--- src/design/mss_pkg.sv ---
`timescale 1ns / 1ps
// ----------------------------------------------------------------------------
// mss_pkg
// shared constants and types for the recently used selection set
// ----------------------------------------------------------------------------
package mss_pkg;

    localparam int CAPACITY = 32;
    localparam int ADDR_W   = (CAPACITY > 1) ? $clog2(CAPACITY) : 1;
    localparam int CNT_W    = $clog2(CAPACITY + 1);
    localparam int IDX_W    = 17;
    localparam int OP_W     = 3;
    localparam int SIZE_W   = 7;

    typedef enum logic [OP_W-1:0] {
        OP_SET_SINGLE   = 3'd0,
        OP_TOGGLE       = 3'd1,
        OP_ERASE        = 3'd2,
        OP_AFTER_REMOVE = 3'd3,
        OP_CONTAINS     = 3'd4,
        OP_READ_SORTED  = 3'd5
    } t_op;

endpackage

--- src/design/mru_selection_set_top.sv ---
`timescale 1ns / 1ps
// ----------------------------------------------------------------------------
// mru_selection_set_top
// ordered set of distinct indices, most recently toggled first
// ----------------------------------------------------------------------------
// Commands arrive on the slave stream: tuser carries the operation and tdata
// the index. Results leave on the master stream, one beat per command, or one
// beat per stored index for read-sorted on a non-empty set, with tlast on
// the final beat. The set lives in one ram with a registered read port;
// commands that scan walk it one entry per cycle.
// Set-single, rejected toggles, unused codes and read-sorted on an empty set
// load the result beat without a scan; contains, erase, after-remove and
// the other toggles scan the set once, and a toggle that inserts then moves
// every entry one place down and writes the new index at the head.
// Read-sorted runs one full scan per emitted beat, each finding the largest
// index below the one emitted before.
// A new command can be taken in the cycle after the last beat of the previous
// one is loaded, so a stalled receiver holds only that beat.
// While the output register is full and the receiver stalls, the block
// waits with the next beat. Reset empties the set at once; the ram needs
// no clearing since only entries below the count are read.
// ----------------------------------------------------------------------------
module mru_selection_set_top (
    input  logic        i_clk,
    input  logic        i_rst_n,
    input  logic        i_s_tvalid,
    output logic        o_s_tready,
    input  logic [23:0] i_s_tdata,   // index[16:0], zero fill
    input  logic [7:0]  i_s_tuser,   // op[2:0], zero fill
    output logic        o_m_tvalid,
    input  logic        i_m_tready,
    output logic [31:0] o_m_tdata,   // entry[16:0], flag[17], set_size[24:18], zero fill
    output logic [7:0]  o_m_tuser,   // entry_valid[0], zero fill
    output logic        o_m_tlast
);

    localparam int AW = mss_pkg::ADDR_W;
    localparam int CW = mss_pkg::CNT_W;
    localparam int IW = mss_pkg::IDX_W;

    typedef enum logic [2:0] {
        S_IDLE,
        S_SCAN,
        S_SHIFT,
        S_SORT,
        S_PUT
    } t_state;

    t_state                r_state;
    t_state                r_ret;
    logic [mss_pkg::OP_W-1:0] r_op;
    logic signed [IW-1:0]  r_idx;
    logic [CW-1:0]         r_count;
    logic [CW-1:0]         r_k;
    logic [AW-1:0]         r_dpos;
    logic                  r_pend;
    logic                  r_found;
    logic                  r_have;
    logic signed [IW-1:0]  r_best;
    logic signed [IW-1:0]  r_bound;
    logic                  r_bound_v;
    logic [CW-1:0]         r_emit;

    logic signed [IW-1:0]  r_res_entry;
    logic                  r_res_valid;
    logic                  r_res_flag;
    logic                  r_res_last;

    logic                  r_ovalid;
    logic signed [IW-1:0]  r_oentry;
    logic                  r_ovld;
    logic                  r_oflag;
    logic [mss_pkg::SIZE_W-1:0] r_osize;
    logic                  r_olast;

    logic                  ram_we;
    logic [AW-1:0]         ram_waddr;
    logic [IW-1:0]         ram_wdata;
    logic                  ram_re;
    logic [AW-1:0]         ram_raddr;
    logic [IW-1:0]         ram_rdata;
    logic signed [IW-1:0]  rd_val;

    logic                  in_fire;
    logic [mss_pkg::OP_W-1:0] in_op;
    logic signed [IW-1:0]  in_idx;
    logic                  scan_issue;
    logic                  shift_issue;
    logic                  scan_done;
    logic                  shift_done;
    logic                  match;
    logic                  cand;
    logic                  wb_en;
    logic                  sort_last;

    assign in_op   = i_s_tuser[mss_pkg::OP_W-1:0];
    assign in_idx  = i_s_tdata[IW-1:0];
    assign in_fire = i_s_tvalid && o_s_tready;
    assign rd_val  = ram_rdata;

    assign scan_issue  = (r_k < r_count);
    assign shift_issue = (r_k != '0);
    assign scan_done   = !scan_issue && !r_pend;
    assign shift_done  = !shift_issue && !r_pend;
    assign match       = r_pend && !r_found && (rd_val == r_idx);
    assign cand        = r_pend && (!r_bound_v || rd_val < r_bound)
                         && (!r_have || rd_val > r_best);
    assign wb_en       = (r_op == mss_pkg::OP_TOGGLE) || (r_op == mss_pkg::OP_ERASE)
                         || (r_op == mss_pkg::OP_AFTER_REMOVE);
    assign sort_last   = (CW'(r_emit + 1'b1) == r_count);

    // ram access
    always_comb begin
        ram_re    = 1'b0;
        ram_raddr = r_k[AW-1:0];
        ram_we    = 1'b0;
        ram_waddr = '0;
        ram_wdata = r_idx;
        unique case (r_state)
            S_IDLE: begin
                if (in_fire && in_op == mss_pkg::OP_SET_SINGLE && !in_idx[IW-1]) begin
                    ram_we    = 1'b1;
                    ram_wdata = in_idx;
                end
            end
            S_SCAN: begin
                ram_re = scan_issue;
                if (r_pend && wb_en && !match) begin
                    ram_we    = 1'b1;
                    ram_waddr = r_dpos - AW'(r_found);
                    if (r_op == mss_pkg::OP_AFTER_REMOVE && rd_val > r_idx) begin
                        ram_wdata = rd_val - IW'(1);
                    end else begin
                        ram_wdata = rd_val;
                    end
                end
            end
            S_SHIFT: begin
                ram_re    = shift_issue;
                ram_raddr = AW'(r_k - 1'b1);
                if (r_pend) begin
                    ram_we    = 1'b1;
                    ram_waddr = r_dpos + 1'b1;
                    ram_wdata = rd_val;
                end else if (shift_done) begin
                    ram_we    = 1'b1;
                    ram_wdata = r_idx;
                end
            end
            S_SORT: begin
                ram_re = scan_issue;
            end
            S_PUT: begin
            end
            default: begin
            end
        endcase
    end

    mss_ram #(
        .WIDTH (IW),
        .DEPTH (mss_pkg::CAPACITY)
    ) u_ram (
        .i_clk   (i_clk),
        .i_we    (ram_we),
        .i_waddr (ram_waddr),
        .i_wdata (ram_wdata),
        .i_re    (ram_re),
        .i_raddr (ram_raddr),
        .o_rdata (ram_rdata)
    );

    always_ff @(posedge i_clk) begin
        if (!i_rst_n) begin
            r_state  <= S_IDLE;
            r_ret    <= S_IDLE;
            r_count  <= '0;
            r_pend   <= 1'b0;
            r_ovalid <= 1'b0;
        end else begin
            // in S_PUT the output register is reloaded below
            if (r_ovalid && i_m_tready && r_state != S_PUT) begin
                r_ovalid <= 1'b0;
            end
            unique case (r_state)
                S_IDLE: begin
                    if (in_fire) begin
                        r_op        <= in_op;
                        r_idx       <= in_idx;
                        r_k         <= '0;
                        r_pend      <= 1'b0;
                        r_found     <= 1'b0;
                        r_have      <= 1'b0;
                        r_bound_v   <= 1'b0;
                        r_emit      <= '0;
                        r_res_entry <= '0;
                        r_res_valid <= 1'b0;
                        r_res_flag  <= 1'b0;
                        r_res_last  <= 1'b1;
                        r_ret       <= S_IDLE;
                        r_state     <= S_PUT;
                        case (in_op)
                            mss_pkg::OP_SET_SINGLE: begin
                                r_count <= in_idx[IW-1] ? '0 : CW'(1);
                            end
                            mss_pkg::OP_TOGGLE: begin
                                if (!in_idx[IW-1]) begin
                                    r_state <= S_SCAN;
                                end
                            end
                            mss_pkg::OP_ERASE, mss_pkg::OP_AFTER_REMOVE,
                            mss_pkg::OP_CONTAINS: begin
                                r_state <= S_SCAN;
                            end
                            mss_pkg::OP_READ_SORTED: begin
                                if (r_count != '0) begin
                                    r_state <= S_SORT;
                                end
                            end
                            default: begin
                            end
                        endcase
                    end
                end
                S_SCAN: begin
                    r_pend <= scan_issue;
                    if (scan_issue) begin
                        r_k    <= r_k + 1'b1;
                        r_dpos <= r_k[AW-1:0];
                    end
                    if (match) begin
                        r_found <= 1'b1;
                    end
                    if (scan_done) begin
                        r_state <= S_PUT;
                        case (r_op)
                            mss_pkg::OP_CONTAINS: begin
                                r_res_flag <= r_found;
                            end
                            mss_pkg::OP_TOGGLE: begin
                                if (r_found) begin
                                    r_count <= r_count - 1'b1;
                                end else if (r_count < CW'(mss_pkg::CAPACITY)) begin
                                    r_k     <= r_count;
                                    r_state <= S_SHIFT;
                                end
                            end
                            default: begin
                                r_count <= r_count - CW'(r_found);
                            end
                        endcase
                    end
                end
                S_SHIFT: begin
                    r_pend <= shift_issue;
                    if (shift_issue) begin
                        r_k    <= r_k - 1'b1;
                        r_dpos <= AW'(r_k - 1'b1);
                    end
                    if (shift_done) begin
                        r_count    <= r_count + 1'b1;
                        r_res_flag <= 1'b1;
                        r_state    <= S_PUT;
                    end
                end
                S_SORT: begin
                    r_pend <= scan_issue;
                    if (scan_issue) begin
                        r_k <= r_k + 1'b1;
                    end
                    if (cand) begin
                        r_have <= 1'b1;
                        r_best <= rd_val;
                    end
                    if (scan_done) begin
                        r_res_entry <= r_best;
                        r_res_valid <= 1'b1;
                        r_res_last  <= sort_last;
                        r_bound     <= r_best;
                        r_bound_v   <= 1'b1;
                        r_emit      <= r_emit + 1'b1;
                        r_k         <= '0;
                        r_have      <= 1'b0;
                        r_ret       <= sort_last ? S_IDLE : S_SORT;
                        r_state     <= S_PUT;
                    end
                end
                S_PUT: begin
                    if (!r_ovalid || i_m_tready) begin
                        r_ovalid <= 1'b1;
                        r_oentry <= r_res_entry;
                        r_ovld   <= r_res_valid;
                        r_oflag  <= r_res_flag;
                        r_osize  <= mss_pkg::SIZE_W'(r_count);
                        r_olast  <= r_res_last;
                        r_state  <= r_ret;
                    end
                end
                default: begin
                    r_state <= S_IDLE;
                end
            endcase
        end
    end

    assign o_s_tready = (r_state == S_IDLE);
    assign o_m_tvalid = r_ovalid;
    assign o_m_tdata  = {7'd0, r_osize, r_oflag, r_oentry};
    assign o_m_tuser  = {7'd0, r_ovld};
    assign o_m_tlast  = r_olast;

endmodule

--- src/design/mss_ram.sv ---
`timescale 1ns / 1ps
// ----------------------------------------------------------------------------
// mss_ram
// simple dual-port ram, one write and one registered read port
// ----------------------------------------------------------------------------
module mss_ram #(
    parameter int WIDTH = 8,
    parameter int DEPTH = 16
) (
    input  logic                             i_clk,
    input  logic                             i_we,
    input  logic [$clog2(DEPTH > 1 ? DEPTH : 2)-1:0] i_waddr,
    input  logic [WIDTH-1:0]                 i_wdata,
    input  logic                             i_re,
    input  logic [$clog2(DEPTH > 1 ? DEPTH : 2)-1:0] i_raddr,
    output logic [WIDTH-1:0]                 o_rdata
);

    logic [WIDTH-1:0] r_mem [DEPTH];
    logic [WIDTH-1:0] r_rdata;

    always_ff @(posedge i_clk) begin
        if (i_we) begin
            r_mem[i_waddr] <= i_wdata;
        end
        if (i_re) begin
            r_rdata <= r_mem[i_raddr];
        end
    end

    assign o_rdata = r_rdata;

endmodule

--- config.mk ---
export PLATFORM = sky130hd
export DESIGN_NAME = mru_selection_set_top
export DESIGN_NICKNAME = d
export VERILOG_FILES = /design/src/design/mss_pkg.sv /design/src/design/mru_selection_set_top.sv /design/src/design/mss_ram.sv
export SDC_FILE = /design/constraint.sdc
export NUM_CORES = 1
export LEC_CHECK = 0
export BUFFER_PORTS_ARGS = -buffer_cell sky130_fd_sc_hd__buf_4
export CAP_MARGIN = 20
export CORE_ASPECT_RATIO = 0.5
export CORE_UTILIZATION = 55
export CTS_CLUSTER_SIZE = 16
export DETAILED_ROUTE_END_ITERATION = 16
export HOLD_SLACK_MARGIN = 0.1
export PLACE_DENSITY = 0.74
export SLEW_MARGIN = 0
export SYNTH_ARGS = -nofsm -noshare
export SYNTH_HDL_FRONTEND = slang
export SYNTH_SLANG_ARGS = --single-unit
--- constraint.sdc ---
create_clock -name i_clk -period 6.45 [get_ports i_clk]
set_input_delay 0.3225 -clock i_clk [delete_from_list [all_inputs] [get_ports i_clk]]
set_output_delay 0.3225 -clock i_clk [all_outputs]
set_load 0.1 [all_outputs]
Yosys cells after proc, flatten, opt, wreduce, memory -nomap -nowiden
Memories as Yosys holds them, arrays and structs flattened. A register that Yosys moved wholly into a read port is not among the register bits.
Index checks and enable logic that the tools add are counted.
{ "totals": {"word_cells": 198, "n_memories": 1, "ff_bits": 133, "out_inout_bits": 43, "ram_bits": 544, "inputBits": 36} }
{ "memory_table": {"columns": ["name", "words", "width", "read_ports", "rd_ports_with_merged_regs", "write_ports", "line", "text"], "rows": [
  ["u_ram.r_mem", 32, 17, 1, 1, 1, "mss_ram.sv:19", "logic [WIDTH-1:0] r_mem [DEPTH];"]
]} }
{ "op_classes": {"n_reduce_logical": 54, "n_eq_ne": 29, "addsub": 9, "magnitude_cmp": 5, "muxes": 77} }
{ "op_table": {"columns": ["op", "n"], "rows": [
  ["17-bit two-way mux", 6],
  ["6-bit two-way mux", 14],
  ["17-bit case mux with 3 select lines", 1],
  ["3-bit two-way mux", 12],
  ["17-bit greater-than comparator", 2],
  ["17-bit case mux with 2 select lines", 1],
  ["5-bit two-way mux", 5],
  ["6-bit case mux with 2 select lines", 2],
  ["6-bit case mux with 4 select lines", 1],
  ["1-bit two-way mux", 20],
  ["5-bit case mux with 2 select lines", 2],
  ["4-bit AND reduction", 5],
  ["6-bit by 1-bit adder with 6-bit output (second input constant)", 3],
  ["3-bit by 2-bit equality test with 1-bit output (second input constant)", 6],
  ["6-bit case mux with 3 select lines", 1],
  ["17-bit equality test", 1],
  ["17-bit < comparator", 1],
  ["17-bit by 2-bit subtractor with 17-bit output (second input constant)", 1],
  ["2-bit != test (second input constant)", 8],
  ["3-bit case mux with 5 select lines", 1],
  ["3-bit AND reduction", 5],
  ["1-bit logical AND", 14],
  ["3-bit equality test (second input constant)", 4],
  ["6-bit nonzero test", 2],
  ["27 further kinds", 56]
]} }

Depth between registers and ports, before layout
{ "logic_depth": {"depth_word": 9, "depth_mapped": 13, "ltp_nobuf": 13} }

Modules after synthesis
From an unflattened synthesis, not the netlist that was laid out.
{ "unflattened": {"cells_unflattened": 2021, "hier_area_um2": 30205.2} }
{ "modules_own_cells": {"columns": ["module", "seq_area_each_um2", "cells_per_inst", "area_each_um2", "instances"], "rows": [
  ["mss_ram", 16846.2, 1212, 21907.3, 1],
  ["mru_selection_set_top", 3813.7, 809, 8298.0, 1]
]} }

Worst setup path before layout
OpenSTA, ideal clock, no wires.
{ "synth_timing": {"kind": "register -> register", "start": "reg u_ram.r_rdata[6], in the netlist u_ram.o_rdata[6], read port of u_ram.r_mem", "end": "mem u_ram.r_mem[0][6] (netlist name), data pin", "setup_time_ps": 478, "t_arrival_ps": 3547, "period_less_slack_ps": 4025, "setup_slack_ps": 2425, "n_path_buf": 1, "path_stages_with_launch": 10, "required_time_ps": 5972, "cell_sequence": "edfxtp_1 -> ha_1 -> nand4_1 -> or4_1 -> buf_2 -> o21ai_0 -> a211oi_2 -> nand4b_1 -> xor2_1 -> a221oi_1"} }
{ "synth_between": {"elab_chain_len": 6, "word_cells_on_any_way": 11, "cone_classes": "add/sub (1); order compare (1); eq/ne (1); mux (4); reduce/logical (4)"} }
{ "synth_rtl": {"columns": ["item", "line", "text"], "rows": [
  ["start, declared", "mss_ram.sv:20", "logic [WIDTH-1:0] r_rdata;"],
  ["branches (longest 5 deep; another with 17-bit greater-than comparator)", null, null],
  ["17-bit case mux with 3 select lines (*)", "mru_selection_set_top.sv:119", "unique case (r_state)"],
  ["net ram_wdata[6]", "mru_selection_set_top.sv:78", "logic [IW-1:0] ram_wdata;"],
  ["end, declared", "mss_ram.sv:19", null]
]} }
Mark *: on every way through the listed nets, which the timed path passes.

Worst setup path in the final report
{ "layout_timing": {"start": "reg u_ram.r_rdata[5], in the netlist u_ram.o_rdata[5], read port of u_ram.r_mem", "end": "mem u_ram.r_mem[11][5] (netlist name), enable pin"} }
{ "layout_between": {"elab_chain_len": 8, "word_cells_on_any_way": 10, "cone_classes": "eq/ne (1); mux (6); reduce/logical (3)"} }
{ "layout_rtl": {"columns": ["item", "line", "text"], "rows": [
  ["17-bit equality test (*)", "mru_selection_set_top.sv:105", "assign match = r_pend && !r_found && (rd_val == r_idx);"],
  ["1-bit logical AND (*)", "mru_selection_set_top.sv:105", null],
  ["1-bit logical NOT (*)", "mru_selection_set_top.sv:128", "if (r_pend && wb_en && !match) begin"],
  ["1-bit logical AND (*)", "mru_selection_set_top.sv:128", null],
  ["1-bit two-way mux", "mru_selection_set_top.sv:128", null],
  ["1-bit case mux with 3 select lines", "mru_selection_set_top.sv:119", null],
  ["1-bit two-way mux", "mss_ram.sv:23", "if (i_we) begin"],
  ["1-bit two-way mux (not written as such)", "mss_ram.sv:24", "r_mem[i_waddr] <= i_wdata;"]
]} }
Mark *: on every way between the ends. The rest lies on a longest branch, timed or not.

==> flow_metrics.env <==
export IMPL_skew_ns=0.0204
export IMPL_p_sw_share_pct=30.1
export IMPL_finalCritPeriodShare_pct=74.1
export IMPL_tightest_slew_ns=1.04
export IMPL_p_leak_nw=11.3
export IMPL_min_path_type="flop to flop"
export IMPL_r2r_slack_ns=1.67
export IMPL_period_minus_slack_ns=4.78
export IMPL_finalWirelength_um=66900
export IMPL_yosys_area_top_type_share_pct=68.9
export IMPL_worstSkewPairLatency_ns=0.62
export IMPL_netlist_instances=1789
export IMPL_p_comb_share_pct=22.7
export IMPL_dieArea_um2=54900
export IMPL_max_freq_ghz=0.209
export IMPL_clkTransAtPathRegs_ns=0.07
export IMPL_max_stage_delay_ns=0.77
export IMPL_numCtsBuffers=58
export IMPL_whs_path_depth=0
export IMPL_grt_pass1_wl_um=99700
export IMPL_p_seq_share_pct=47.9
export IMPL_max_slew_margin_rel_pct=30.6
export IMPL_syn_area_um2=29700
export IMPL_post_synth_mux_area_share_pct=11.0
export IMPL_gp_congestion=0.912
export IMPL_numClockSinks=692
export IMPL_grt_ovfl_total=0
export IMPL_switching_power_w=0.00354
export IMPL_dp_hpwl_um=40400
export IMPL_ys_ff_latch=692
export IMPL_drive_above_1_share_pct=18.6
export IMPL_io_pins=79
export IMPL_yosys_area_top_type="edfxtp_1"
export IMPL_root_buffer="clkbuf_16"
export IMPL_ys_seq_area_share_pct=69.7
export IMPL_initial_utilization_pct=56.3
export IMPL_cts_tree="yes"
export IMPL_place_area_um2=31100
export IMPL_drcViolationCount=0
export IMPL_crit_path_end_kind="flop"
export IMPL_antenna_found_initial=0
export IMPL_setup_violations_final=0
export IMPL_synthAdderAreaFrac_pct=2.98
export IMPL_synthTopCellsByArea="edfxtp_1, mux4_2, mux2i_1"
export IMPL_synth_simple_area_share_pct=5.69
export IMPL_grt_max_degree=55
export IMPL_path_class="flop to flop"
export IMPL_ir_drop_uv=249
export IMPL_timing_rr_end="u_ram.r_mem[11][5]"
export IMPL_p_clk_share_pct=29.4
export IMPL_rsz0062_at_grt="no"
export IMPL_grt_pass1_vias=16109
export IMPL_rr_worst_depth=9
export IMPL_netlist_top_cells_count="edfxtp_1, nor2_1, mux4_2"
export IMPL_drv_cap=0
export IMPL_ctsResizeCount=0
export IMPL_die_w_um=330
export IMPL_final_max_slew_violation_count=0
export IMPL_synth_most_common_cell="edfxtp_1"
export IMPL_ys_warnings_count=0
export IMPL_synth_top_family_by_area="multiplexers"
export IMPL_holdWs_ns=0.418
export IMPL_drt_iter0_markers=2004
export IMPL_reg2reg_from="u_ram.o_rdata[5]"
export IMPL_groute_usage_overall_pct=24.4
export IMPL_dieHeight_um=166
export IMPL_synth_edf_count=680
export IMPL_avgRoutedWirePerCell_um=25.2
export IMPL_port_buffers=51
export IMPL_vias=16658
export IMPL_worstHoldStart="r_res_entry[10]"
export IMPL_power_density_nw_per_um2=353
export IMPL_fin_util_pct=63.2
export IMPL_placeableCoreArea_um2=52600
export IMPL_report_final_hold_viol_count=0
export IMPL_required_ns=6.76
export IMPL_drtPass1Iterations=6
export IMPL_crit_chain="ha_1 -> nand4_1 -> or4_1 -> o21a_1 -> a32o_1 -> o21ai_2 -> o21ai_1 -> nor2b_1 -> buf_4"
export IMPL_synth_xor_area_share_pct=1.18
export IMPL_cp_start_kind="flop"
export IMPL_worstPathMaxFanout=12
export IMPL_final_antenna_net_count=0
export IMPL_h_tree_depth=2
export IMPL_final_area_um2=33300
export IMPL_synthArstFlopShare_pct=0
export IMPL_num_rows=59
export IMPL_avgSynthCellArea_um2=16.6
export IMPL_diodes=0
export IMPL_min_to="r_oentry[10]"
export IMPL_synthFlopType="edfxtp_1"
export IMPL_final_nets=2016
export IMPL_synth_compound_area_share_pct=6.65
export IMPL_synth_distinct_cells=81
export IMPL_p_int_w=0.00820
export IMPL_vias_per_cell=6.26
export IMPL_cpMaxStageDelayCell="nor2b_1"
export IMPL_cp_data_arrival_time_ns=5.09
export IMPL_fin_tns_setup_ns=0
export IMPL_clock_path_buffers=3
export IMPL_pre_cts_ws_ns=1.72
export IMPL_outcome="completed"
export IMPL_area_delta_synth_final_pct=12.2
export IMPL_fillers=3614
export IMPL_path_buf_inv=1
export IMPL_setup_slack_ns=1.67
export IMPL_crit_family="simple AND/OR/NAND/NOR gates"
==> layer usage <==
metal  global-route usage (%)  vias to the layer above  share of wire, %
met2                     37.2                      828                46
met4                     5.13                        0               1.9
met5                        0                        -                 0
met1                     37.0                     8410                43
met3                     4.52                       86               9.6
li1                         -                     7334                 -
==> worst max path at each step <==
stage	from	end	slack (ns)	cells after the start
final	u_ram.o_rdata[5]	u_ram.r_mem[11][5]	1.67	9
after global routing	u_ram.o_rdata[5]	u_ram.r_mem[0][13]	1.46	8
after CTS	u_ram.o_rdata[5]	u_ram.r_mem[0][13]	1.68	8
after detailed placement	u_ram.o_rdata[5]	u_ram.r_mem[0][13]	1.72	8
after global placement	u_ram.o_rdata[5]	u_ram.r_mem[16][7]	1.77	8
after floorplan	u_ram.o_rdata[6]	u_ram.r_mem[0][6]	2.43	9
==> placed cells by master (no fill, tap or decap), types with 23 or more instances in the layout <==
master	count
dlygate4sd3_1	23
mux2i_1	95
a221oi_1	38
ha_1	68
clkbuf_16	59
nand2_1	83
nor2_1	122
inv_1	76
a21oi_1	26
o21ai_0	35
edfxtp_1	680
xor2_1	25
buf_4	107
mux4_2	102
==> logic make-up (layout without fill, tap and decap cells) <==
kind of cell / after synthesis / in the layout
buffers and inverters: 174 / 329
adder cells (fa/ha/maj): 70 / 70
AO/OA/AOI/OAI: 260 / 260
AND/OR/NAND/NOR: 353 / 353
flip-flops: 692 / 692
other: 1 / 15
multiplexers: 199 / 199
XOR/XNOR: 40 / 40
==> timing repair <==
action / 4_1_cts / 5_1_grt
setup buffers: 0 / 0
hold endpoints to repair: 31 / 0
hold buffers: 23 / 0
==> flip-flops by register name (all words and copies together), names as in the netlist, 17 cells and up <==
signal         count
r_bound           17
u_ram.r_mem      544
r_best            17
r_res_entry       17
r_oentry          17
r_idx             17
u_ram.o_rdata     17
==> layout make-up <==
type | count | area [µm²] | share of cell area, %
tap | 701 | 877 | 2.64
multi-input combinational | 937 | 8360 | 25.1
inverter | 79 | 298 | 0.895
clock buffer | 63 | 1490 | 4.48
sequential | 692 | 20700 | 62.1
clock inverter | 45 | 372 | 1.12
timing repair buffer | 142 | 1230 | 3.68
==> power groups by stage <==
stage / clock network, W / registers [W] / logic [W]
global route: 0.00367 / 0.00563 / 0.00282
floorplan: 0 / 0.00578 / 0.00160
detailed placement: 0 / 0.00572 / 0.00257
CTS: 0.00349 / 0.00562 / 0.00260
finish: 0.00345 / 0.00562 / 0.00266
global placement: 0 / 0.00572 / 0.00252
==> through the flow <==
step | instances | total power (W)
5_1_grt | 2659 | 0.0121
2_1_floorplan | 1803 | 0.00738
3_5_place_dp | 2520 | 0.00830
3_3_place_gp | 2519 | 0.00823
4_1_cts | 2651 | 0.0117
6_report | 2659 | 0.0117
Note: power is estimated with default switching activity, not from simulation.
